**src/sv/assert_macros.svh**
```systemverilog
// ---------------------------------------------------------------------------
// assert_macros
// Assertion macros shared by the RTL files.
// ---------------------------------------------------------------------------
`ifndef ASSERT_MACROS_SVH
`define ASSERT_MACROS_SVH

// Same-cycle implication, checked outside reset.
`define ASSERT_IMP(label, ante, cons, msg) \
    label: assert property (@(posedge clk) disable iff (!rst_n) (ante) |-> (cons)) \
        else $error(msg);

// Next-cycle implication, checked outside reset.
`define ASSERT_NXT(label, ante, cons, msg) \
    label: assert property (@(posedge clk) disable iff (!rst_n) (ante) |=> (cons)) \
        else $error(msg);

`endif

```
**src/sv/mck_pkg.sv**
```systemverilog
// ---------------------------------------------------------------------------
// mck_pkg
// Types, code table and control store for the Morse code keyer.
// ---------------------------------------------------------------------------
package mck_pkg;

    localparam int CHAR_W  = 8;
    localparam int UNIT_W  = 16;
    localparam int DUR_W   = 19;
    localparam int TDATA_W = 24;
    localparam int PAT_W   = 7;
    localparam int LEN_W   = 3;

    localparam logic [UNIT_W-1:0] UNIT_TICKS_RESET = 16'd100;

    // end-of-work prosign ...-.- , bit 0 is the first symbol, 1 = dash
    localparam logic [PAT_W-1:0] PROSIGN_PAT = 7'b0101000;
    localparam logic [LEN_W-1:0] PROSIGN_LEN = 3'd6;

    typedef enum logic [1:0] {
        UNITS_0 = 2'd0,
        UNITS_1 = 2'd1,
        UNITS_3 = 2'd2,
        UNITS_7 = 2'd3
    } units_t;

    typedef enum logic [2:0] {
        STEP_FETCH = 3'd0,
        STEP_MARK  = 3'd1,
        STEP_SPACE = 3'd2,
        STEP_GAP   = 3'd3,
        STEP_WORD  = 3'd4,
        STEP_UNK   = 3'd5
    } step_t;

    typedef enum logic [1:0] {
        COND_NEXT     = 2'd0,
        COND_DISPATCH = 2'd1,
        COND_MORE     = 2'd2
    } cond_t;

    typedef enum logic [1:0] {
        LAST_NO      = 2'd0,
        LAST_YES     = 2'd1,
        LAST_PROSIGN = 2'd2
    } last_mode_t;

    typedef struct packed {
        logic       load;
        logic       emit;
        logic       key;
        logic       mark_len;
        units_t     units;
        logic       unknown;
        last_mode_t last_mode;
        logic       shift;
        cond_t      cond;
        step_t      target_a;
        step_t      target_b;
    } ctrl_t;

    typedef struct packed {
        logic   emit;
        logic   key_down;
        units_t units;
        logic   unknown;
        logic   last;
    } seg_t;

    typedef struct packed {
        logic             known;
        logic             space;
        logic [LEN_W-1:0] len;
        logic [PAT_W-1:0] pat;
    } code_t;

    function automatic ctrl_t microcode(input step_t step);
        ctrl_t c;
        c = '{load: 1'b0, emit: 1'b0, key: 1'b0, mark_len: 1'b0, units: UNITS_0,
              unknown: 1'b0, last_mode: LAST_NO, shift: 1'b0, cond: COND_NEXT,
              target_a: STEP_FETCH, target_b: STEP_FETCH};
        case (step)
            STEP_FETCH:
            begin
                c.load = 1'b1;
                c.cond = COND_DISPATCH;
            end
            STEP_MARK:
            begin
                c.emit     = 1'b1;
                c.key      = 1'b1;
                c.mark_len = 1'b1;
                c.target_a = STEP_SPACE;
            end
            STEP_SPACE:
            begin
                c.emit      = 1'b1;
                c.units     = UNITS_1;
                c.last_mode = LAST_PROSIGN;
                c.shift     = 1'b1;
                c.cond      = COND_MORE;
                c.target_a  = STEP_MARK;
                c.target_b  = STEP_GAP;
            end
            STEP_GAP:
            begin
                c.emit      = 1'b1;
                c.units     = UNITS_3;
                c.last_mode = LAST_YES;
            end
            STEP_WORD:
            begin
                c.emit     = 1'b1;
                c.units    = UNITS_7;
                c.target_a = STEP_GAP;
            end
            STEP_UNK:
            begin
                c.emit      = 1'b1;
                c.unknown   = 1'b1;
                c.last_mode = LAST_YES;
            end
            default:
            begin
                c.target_a = STEP_FETCH;
            end
        endcase
        return c;
    endfunction

    // pattern: bit 0 is the first symbol, 1 = dash
    function automatic code_t code_lookup(input logic [CHAR_W-1:0] ch);
        code_t r;
        r = '{known: 1'b1, space: 1'b0, len: 3'd0, pat: 7'b0};
        case (ch)
            8'h61: begin r.len = 3'd2; r.pat = 7'b0000010; end // a
            8'h62: begin r.len = 3'd4; r.pat = 7'b0000001; end // b
            8'h63: begin r.len = 3'd4; r.pat = 7'b0000101; end // c
            8'h64: begin r.len = 3'd3; r.pat = 7'b0000001; end // d
            8'h65: begin r.len = 3'd1; r.pat = 7'b0000000; end // e
            8'h66: begin r.len = 3'd4; r.pat = 7'b0000100; end // f
            8'h67: begin r.len = 3'd3; r.pat = 7'b0000011; end // g
            8'h68: begin r.len = 3'd4; r.pat = 7'b0000000; end // h
            8'h69: begin r.len = 3'd2; r.pat = 7'b0000000; end // i
            8'h6A: begin r.len = 3'd4; r.pat = 7'b0001110; end // j
            8'h6B: begin r.len = 3'd3; r.pat = 7'b0000101; end // k
            8'h6C: begin r.len = 3'd4; r.pat = 7'b0000010; end // l
            8'h6D: begin r.len = 3'd2; r.pat = 7'b0000011; end // m
            8'h6E: begin r.len = 3'd2; r.pat = 7'b0000001; end // n
            8'h6F: begin r.len = 3'd3; r.pat = 7'b0000111; end // o
            8'h70: begin r.len = 3'd4; r.pat = 7'b0000110; end // p
            8'h71: begin r.len = 3'd4; r.pat = 7'b0001011; end // q
            8'h72: begin r.len = 3'd3; r.pat = 7'b0000010; end // r
            8'h73: begin r.len = 3'd3; r.pat = 7'b0000000; end // s
            8'h74: begin r.len = 3'd1; r.pat = 7'b0000001; end // t
            8'h75: begin r.len = 3'd3; r.pat = 7'b0000100; end // u
            8'h76: begin r.len = 3'd4; r.pat = 7'b0001000; end // v
            8'h77: begin r.len = 3'd3; r.pat = 7'b0000110; end // w
            8'h78: begin r.len = 3'd4; r.pat = 7'b0001001; end // x
            8'h79: begin r.len = 3'd4; r.pat = 7'b0001101; end // y
            8'h7A: begin r.len = 3'd4; r.pat = 7'b0000011; end // z
            8'h30: begin r.len = 3'd5; r.pat = 7'b0011111; end // 0
            8'h31: begin r.len = 3'd5; r.pat = 7'b0011110; end // 1
            8'h32: begin r.len = 3'd5; r.pat = 7'b0011100; end // 2
            8'h33: begin r.len = 3'd5; r.pat = 7'b0011000; end // 3
            8'h34: begin r.len = 3'd5; r.pat = 7'b0010000; end // 4
            8'h35: begin r.len = 3'd5; r.pat = 7'b0000000; end // 5
            8'h36: begin r.len = 3'd5; r.pat = 7'b0000001; end // 6
            8'h37: begin r.len = 3'd5; r.pat = 7'b0000011; end // 7
            8'h38: begin r.len = 3'd5; r.pat = 7'b0000111; end // 8
            8'h39: begin r.len = 3'd5; r.pat = 7'b0001111; end // 9
            8'h2E: begin r.len = 3'd6; r.pat = 7'b0101010; end // period
            8'h2C: begin r.len = 3'd6; r.pat = 7'b0110011; end // comma
            8'h3F: begin r.len = 3'd6; r.pat = 7'b0001100; end // question mark
            8'h27: begin r.len = 3'd6; r.pat = 7'b0011110; end // apostrophe
            8'h21: begin r.len = 3'd6; r.pat = 7'b0110101; end // exclamation
            8'h2F: begin r.len = 3'd5; r.pat = 7'b0001001; end // slash
            8'h28: begin r.len = 3'd5; r.pat = 7'b0001101; end // open paren
            8'h29: begin r.len = 3'd6; r.pat = 7'b0101101; end // close paren
            8'h3A: begin r.len = 3'd6; r.pat = 7'b0000111; end // colon
            8'h3B: begin r.len = 3'd6; r.pat = 7'b0010101; end // semicolon
            8'h3D: begin r.len = 3'd5; r.pat = 7'b0010001; end // equals
            8'h2B: begin r.len = 3'd5; r.pat = 7'b0001010; end // plus
            8'h2D: begin r.len = 3'd6; r.pat = 7'b0100001; end // hyphen
            8'h5F: begin r.len = 3'd6; r.pat = 7'b0101100; end // underscore
            8'h22: begin r.len = 3'd6; r.pat = 7'b0010010; end // quote
            8'h24: begin r.len = 3'd7; r.pat = 7'b1001000; end // dollar
            8'h40: begin r.len = 3'd6; r.pat = 7'b0010110; end // at sign
            8'h20: begin r.space = 1'b1; end                    // word space
            default: begin r.known = 1'b0; end
        endcase
        return r;
    endfunction

endpackage

```
**src/sv/morse_code_keyer_top.sv**
```systemverilog
// ---------------------------------------------------------------------------
// morse_code_keyer_top
// Morse code keyer: one character in, a run of timed keying segments out.
//
//   channel   dir  tdata                     tuser                      tlast
//   s_*       in   [7:0] character           [0] end_of_message         -
//   m_*       out  [18:0] duration_ticks     [0] key_down [1] unknown   last
//   unit_*    in   [15:0] unit_ticks (write enable, no read-back)
//
// A character is taken in the fetch step, then one segment per cycle, one for each
// step the control store runs, while m_tready does not stall.
// Reset clears the sequencer and output valid; unit_ticks returns to 100.
// m_tready low freezes the step counter on the pending segment.
// ---------------------------------------------------------------------------
`include "assert_macros.svh"

module morse_code_keyer_top
    import mck_pkg::*;
(
    input  logic               clk,
    input  logic               rst_n,
    input  logic               s_tvalid,
    output logic               s_tready,
    input  logic [CHAR_W-1:0]  s_tdata,   // [7:0] character
    input  logic               s_tuser,   // [0] end_of_message
    output logic               m_tvalid,
    input  logic               m_tready,
    output logic [TDATA_W-1:0] m_tdata,   // [18:0] duration_ticks, rest zero
    output logic [1:0]         m_tuser,   // [0] key_down, [1] unknown_char
    output logic               m_tlast,
    input  logic               unit_ticks_we,
    input  logic [UNIT_W-1:0]  unit_ticks_wdata
);

    logic [UNIT_W-1:0] unit_ticks_reg;
    logic              valid_reg, valid_next;
    logic [DUR_W-1:0]  dur_reg, dur_next;
    logic              key_reg, key_next;
    logic              unk_reg, unk_next;
    logic              last_reg, last_next;

    seg_t             seg;
    logic             hold;
    logic [DUR_W-1:0] ext;

    mck_sequencer u_seq (
        .clk            (clk),
        .rst_n          (rst_n),
        .in_valid       (s_tvalid),
        .in_ready       (s_tready),
        .character      (s_tdata),
        .end_of_message (s_tuser),
        .hold           (hold),
        .seg            (seg)
    );

    always_ff @(posedge clk or negedge rst_n)
    begin
        if (!rst_n)
        begin
            unit_ticks_reg <= UNIT_TICKS_RESET;
            valid_reg      <= 1'b0;
        end
        else
        begin
            if (unit_ticks_we)
            begin
                unit_ticks_reg <= unit_ticks_wdata;
            end
            valid_reg <= valid_next;
        end
    end

    always_ff @(posedge clk)
    begin
        dur_reg  <= dur_next;
        key_reg  <= key_next;
        unk_reg  <= unk_next;
        last_reg <= last_next;
    end

    always_comb
    begin
        hold = valid_reg && !m_tready;
        ext  = {{(DUR_W-UNIT_W){1'b0}}, unit_ticks_reg};

        valid_next = valid_reg && !m_tready;
        dur_next   = dur_reg;
        key_next   = key_reg;
        unk_next   = unk_reg;
        last_next  = last_reg;

        if (seg.emit && !hold)
        begin
            valid_next = 1'b1;
            key_next   = seg.key_down;
            unk_next   = seg.unknown;
            last_next  = seg.last;
            case (seg.units)
                UNITS_1: dur_next = ext;
                UNITS_3: dur_next = (ext << 1) + ext;
                UNITS_7: dur_next = (ext << 3) - ext;
                default: dur_next = '0;
            endcase
        end
    end

    assign m_tvalid = valid_reg;
    assign m_tdata  = {{(TDATA_W-DUR_W){1'b0}}, dur_reg};
    assign m_tuser  = {unk_reg, key_reg};
    assign m_tlast  = last_reg;

    `ASSERT_IMP(a_unknown_is_zero_last, m_tvalid && m_tuser[1],
                m_tlast && (m_tdata == '0) && !m_tuser[0], "bad unknown segment")
    `ASSERT_IMP(a_key_down_not_last, m_tvalid && m_tuser[0], !m_tlast,
                "key-down segment marked last")
    `ASSERT_NXT(a_out_stable_stalled, m_tvalid && !m_tready,
                m_tvalid && $stable(m_tdata) && $stable(m_tuser) && $stable(m_tlast),
                "segment changed while stalled")

endmodule

```
**src/sv/mck_sequencer.sv**
```systemverilog
// ---------------------------------------------------------------------------
// mck_sequencer
// Microcoded step sequencer: walks one character's code, one segment a step after fetch.
// ---------------------------------------------------------------------------
`include "assert_macros.svh"

module mck_sequencer
    import mck_pkg::*;
(
    input  logic              clk,
    input  logic              rst_n,
    input  logic              in_valid,
    output logic              in_ready,
    input  logic [CHAR_W-1:0] character,
    input  logic              end_of_message,
    input  logic              hold,
    output seg_t              seg
);

    step_t            step_reg, step_next;
    logic [PAT_W-1:0] pat_reg, pat_next;
    logic [LEN_W-1:0] cnt_reg, cnt_next;
    logic             prosign_reg, prosign_next;

    ctrl_t ctrl;
    code_t lookup;
    logic  more;
    logic  adv;

    always_ff @(posedge clk or negedge rst_n)
    begin
        if (!rst_n)
        begin
            step_reg    <= STEP_FETCH;
            cnt_reg     <= '0;
            prosign_reg <= 1'b0;
        end
        else
        begin
            step_reg    <= step_next;
            cnt_reg     <= cnt_next;
            prosign_reg <= prosign_next;
        end
    end

    always_ff @(posedge clk)
    begin
        pat_reg <= pat_next;
    end

    always_comb
    begin
        ctrl   = microcode(step_reg);
        lookup = code_lookup(character);
        more   = (cnt_reg > 3'd1);
        adv    = ctrl.load ? in_valid : !(ctrl.emit && hold);

        in_ready = ctrl.load;

        seg.emit     = ctrl.emit;
        seg.key_down = ctrl.key;
        seg.unknown  = ctrl.unknown;
        if (ctrl.mark_len)
        begin
            seg.units = pat_reg[0] ? UNITS_3 : UNITS_1;
        end
        else
        begin
            seg.units = ctrl.units;
        end
        case (ctrl.last_mode)
            LAST_YES:     seg.last = 1'b1;
            LAST_PROSIGN: seg.last = prosign_reg && !more;
            default:      seg.last = 1'b0;
        endcase

        step_next    = step_reg;
        pat_next     = pat_reg;
        cnt_next     = cnt_reg;
        prosign_next = prosign_reg;

        if (adv)
        begin
            case (ctrl.cond)
                COND_DISPATCH:
                begin
                    if (end_of_message)
                    begin
                        step_next = STEP_MARK;
                    end
                    else if (!lookup.known)
                    begin
                        step_next = STEP_UNK;
                    end
                    else if (lookup.space)
                    begin
                        step_next = STEP_WORD;
                    end
                    else
                    begin
                        step_next = STEP_MARK;
                    end
                end
                COND_MORE:
                begin
                    if (more)
                    begin
                        step_next = ctrl.target_a;
                    end
                    else if (prosign_reg)
                    begin
                        step_next = STEP_FETCH;
                    end
                    else
                    begin
                        step_next = ctrl.target_b;
                    end
                end
                default:
                begin
                    step_next = ctrl.target_a;
                end
            endcase

            if (ctrl.load)
            begin
                prosign_next = end_of_message;
                pat_next     = end_of_message ? PROSIGN_PAT : lookup.pat;
                cnt_next     = end_of_message ? PROSIGN_LEN : lookup.len;
            end
            if (ctrl.shift)
            begin
                pat_next = pat_reg >> 1;
                cnt_next = cnt_reg - 3'd1;
            end
        end
    end

    `ASSERT_IMP(a_mark_has_symbols, step_reg == STEP_MARK, cnt_reg != '0,
                "mark step with no symbols left")
    `ASSERT_NXT(a_stall_holds_step, ctrl.emit && hold,
                $stable(step_reg) && $stable(cnt_reg), "sequencer moved while stalled")
    `ASSERT_NXT(a_last_ends_item, seg.emit && seg.last && !hold,
                step_reg == STEP_FETCH, "last segment did not return to fetch")

endmodule

```
**config.mk**
```make
export PLATFORM = sky130hd
export DESIGN_NAME = morse_code_keyer_top
export DESIGN_NICKNAME = d
export VERILOG_FILES = /design/src/sv/mck_pkg.sv /design/src/sv/morse_code_keyer_top.sv /design/src/sv/mck_sequencer.sv
export VERILOG_INCLUDE_DIRS = /design/src /design/src/sv
export SDC_FILE = /design/constraint.sdc
export NUM_CORES = 1
export LEC_CHECK = 0
export BUFFER_PORTS_ARGS = -buffer_cell sky130_fd_sc_hd__buf_2
export CORE_MARGIN = 4
export CORE_UTILIZATION = 34
export DETAILED_ROUTE_END_ITERATION = 8
export GPL_TIMING_DRIVEN = 1
export PLACE_DENSITY_LB_ADDON = 0.3
export SYNTH_ARGS = -nofsm -noshare
export SYNTH_HDL_FRONTEND = slang
export SYNTH_SLANG_ARGS = --single-unit
export TNS_END_PERCENT = 20
```
**constraint.sdc**
```tcl
create_clock -name clk -period 3.1 [get_ports clk]
set_clock_uncertainty 0.2 [all_clocks]
set_input_delay 0.465 -clock clk [delete_from_list [all_inputs] [get_ports clk]]
set_output_delay 0.465 -clock clk [all_outputs]
set_load 0.02 [all_outputs]
```
==> results.yml <==
synthesis:
  post_synth.cell_area_avg_um2: 8.23
  synth_seq_cells: 53
  mappedNetlistArea_um2: 5170
  postSynth.asyncResetShare_pct: 45.3
  synth-seq-area-share_pct: 28.5
  synthFlopType: "sky130_fd_sc_hd__edfxtp_1"
  synth.distinct_cells: 81
  yosysWarningCount: 0
  synthCells: 629
  post_synth_edffs: 29
global_route:
  grt_max_degree: 33
  grt_pass1_wl_um: 24700
  grt_pass1_vias: 4870
  antenna_violations_before_repair: 0
  groute.usage.overall_pct: 16.9
  grt.overflow.total: 0
place:
  place.gp.congestion: 0.947
  dp_hpwl_um: 11400
  dp.cells: 838
  buffer_ports.inserted: 53
worst_setup_path:
  timing.critical_path.mode_cell: "sky130_fd_sc_hd__a21oi_1"
  timing.rr.end: "dur_reg[16]$_DFFE_PP_"
  setup.reg_to_reg.worst_slack_ps: 180
  crit_path_max_incr_delay_ps: 530
  r2r-start: "unit_ticks_reg[4]$_DFFE_PN0P_"
  crit_fanout: 5
  worstPathCellList: "inv_1 > ha_1 > a21oi_1 > a21oi_1 > or4b_4 > a41oi_2 > xnor2_1 > o22ai_1"
  setup.worst_path.class: "reg2reg"
  crit_end_element: "register"
  critPathRequiredTime_ps: 2940
  ff2ff_path_depth: 8
  cp-start-kind: "register"
  crit_arrival_ps: 2760
  critPathSlowestCell: "sky130_fd_sc_hd__or4b_4"
cells_and_area:
  largest_register_ffs: 19
  number_of_standard_cells_in_the_layout_taps_in_and_fillers_out: 847
  diodes: 0
  finish.net_count: 731
  area_growth_syn_to_layout_pct: 10.4
  most-common-layout-cells: "54 x sky130_fd_sc_hd__nand2_1, 54 x sky130_fd_sc_hd__o21ai_0, 53 x sky130_fd_sc_hd__buf_2"
  layout.filler_cells: 1494
  final_core_util_pct: 38.9
  layout-drive-gt1-share_pct: 14.0
clocking:
  clk_root_buffer_cell: "sky130_fd_sc_hd__clkbuf_16"
  clock_sink_count: 53
  h-tree-depth: 2
  clk_latency_ps: 300
  tritoncts: "done"
  cts_buffers: 5
  clk_pin_slew_ps: 70
  clock_tree.buffer_depth: 2
pwr:
  vdd_ir_drop_max_mv: 0.275
  power_density_nw_per_um2: 687
  clkPwrFrac_pct: 14.5
  seq_power_share_pct: 33.2
  power_switching_share_pct: 44.2
  power_report.internal_total_uw: 2190
  switching_power_uw: 1730
  static-leakage-power_uw: 0.00231
  share_comb_of_total_power_pct: 52.3
routing:
  drc_errors: 0
  postRouteAntennaNets: 0
  detail_route.wirelength.met1_um: 6510
  via_count: 5027
  post_drt_wl_per_cell_um: 17.8
  detailroute.wirelength.met2_um: 7330
  routed_wl_um: 15100
  dr.pass1.iters: 7
  drtIter0Drc: 419
  top_layer_used: "met4"
  route.met3.wl_um: 740
  via_per_inst: 5.94
sta:
  final_hold_violation_count: 0
  setup_tns_ps: 0
  rsz_0062_raised_after_global_routing: "no"
  final_cycle_share_pct: 94.2
  post_route_hold_slack_ps: 174
  setup_violators_final: 0
  worstMarginPinSlew_ps: 721
  timing.fmax_mhz: 342
  period_minus_slack_ps: 2920
  report.final.slew_viol_count: 0
  relSlewSlack_pct: 51.8
floorplanning:
  floorplan.core_area_um2: 14700
  die-height_um: 131
  core.rowCount: 44
  die_area_um2: 17300
  die_x_um: 131
  initial_core_util_pct: 35.2
  pin_count: 59
run:
  timing.max_cap.violations: 0
outcome:
  status: "finished clean"
worst_hold_path:
  holdCritPathClass: "in2reg"
  hold-path-endpoint: "unit_ticks_reg[1]$_DFFE_PN0P_"
  hold_path.startpoint: "unit_ticks_wdata[1]"
  worst_hold_path.num_cells: 3
-- worst max-delay path, delay by kind of cell (launching register included) --
| family | cells | cell delay (ps) |
|---|---|---|
| adder cells (fa/ha/maj) | 1 | 350 |
| XOR/XNOR | 1 | 140 |
| AO/OA/AOI/OAI | 4 | 850 |
| flip-flops | 1 | 500 |
| AND/OR/NAND/NOR | 1 | 530 |
| buffers and inverters | 1 | 100 |
-- power by group through the flow --
stage | registers, uW | logic (uW) | clock network [uW]
floorplan | 1440 | 1340 | 0
global placement | 1310 | 2020 | 0
detailed placement | 1320 | 2050 | 0
CTS | 1300 | 2060 | 578
global route | 1340 | 2260 | 615
finish | 1300 | 2050 | 569
-- Yosys cell counts, types with 9 or more instances --
library cell	count	share of area (%)
sky130_fd_sc_hd__a31oi_1	12	1.5
sky130_fd_sc_hd__o211ai_1	9	1.3
sky130_fd_sc_hd__edfxtp_1	29	17
sky130_fd_sc_hd__o21ai_0	54	5.2
sky130_fd_sc_hd__nand3_1	12	1.2
sky130_fd_sc_hd__nor3_1	25	2.4
sky130_fd_sc_hd__nor2_1	39	2.8
sky130_fd_sc_hd__xnor2_1	15	2.5
sky130_fd_sc_hd__nor2b_1	11	1.3
sky130_fd_sc_hd__dfrtp_1	21	10
sky130_fd_sc_hd__buf_2	16	1.5
sky130_fd_sc_hd__a211oi_1	9	1.3
sky130_fd_sc_hd__clkbuf_1	18	1.3
sky130_fd_sc_hd__nand2b_1	16	1.9
sky130_fd_sc_hd__a21oi_1	48	4.6
sky130_fd_sc_hd__nand2_1	54	3.9
sky130_fd_sc_hd__a21o_1	11	1.6
sky130_fd_sc_hd__ha_1	38	9.2
sky130_fd_sc_hd__inv_1	28	2.0
-- kinds of logic after synthesis --
kind of cell / share of synthesized area [%]
AOI/OAI and AO/OA: 27.9
xor gates and xnor gates: 3.89
adders and majority gates: 9.77
buffers and inverters: 6.55
DFF: 28.5
muxes: 1.21
other: 0.0725
and+or+nand+nor: 22.1
-- stage by stage --
stage	instance area [um2]	setup slack [ps]	total power (uW)
final	5710	179	3920
after detailed placement	5560	234	3370
after CTS	5710	204	3940
after global placement	5560	284	3330
after floorplan	5190	28.9	2780
after global routing	5710	50.6	4220
-- routing by layer --
layer | vias to the layer above | track usage [%]
li1 | 2408 | -
met1 | 2372 | 21.3
met2 | 204 | 29.6
met3 | 43 | 1.95
met4 | 0 | 6.94
met5 | - | 0
-- final cells by class --
cell class / count / area [um2] / share of cell area (%)
clock buffers: 5 / 125 / 2.19
clock inverters: 3 / 17.5 / 0.307
inverters: 30 / 113 / 1.97
multi-input cells: 505 / 3380 / 59.2
flip-flops and latches: 53 / 1480 / 25.8
well taps: 184 / 230 / 4.03
repair buffers: 67 / 373 / 6.53
-- timing repair --
item,CTS,global route
buffers inserted,0,0
endpoints found under the setup margin,0,0
resized for setup,0,0
endpoints found under the hold margin,21,0
hold buffers,1,0
-- worst max-delay path by stage --
| stage | from | to | slack (ps) | cells after the start |
|---|---|---|---|---|
| final | unit_ticks_reg[4]$_DFFE_PN0P_ | dur_reg[16]$_DFFE_PP_ | 180 | 8 |
| after global routing | unit_ticks_reg[4]$_DFFE_PN0P_ | dur_reg[16]$_DFFE_PP_ | 50 | 8 |
| after CTS | unit_ticks_reg[4]$_DFFE_PN0P_ | dur_reg[16]$_DFFE_PP_ | 200 | 8 |
| after detailed placement | unit_ticks_reg[4]$_DFFE_PN0P_ | dur_reg[16]$_DFFE_PP_ | 230 | 8 |
| after global placement | unit_ticks_reg[4]$_DFFE_PN0P_ | dur_reg[16]$_DFFE_PP_ | 280 | 8 |
| after floorplan | u_seq.step_reg[2]$_DFFE_PN0N_ | dur_reg[0]$_DFFE_PP_ | 30 | 4 |
(Power assumes the default switching activity.)
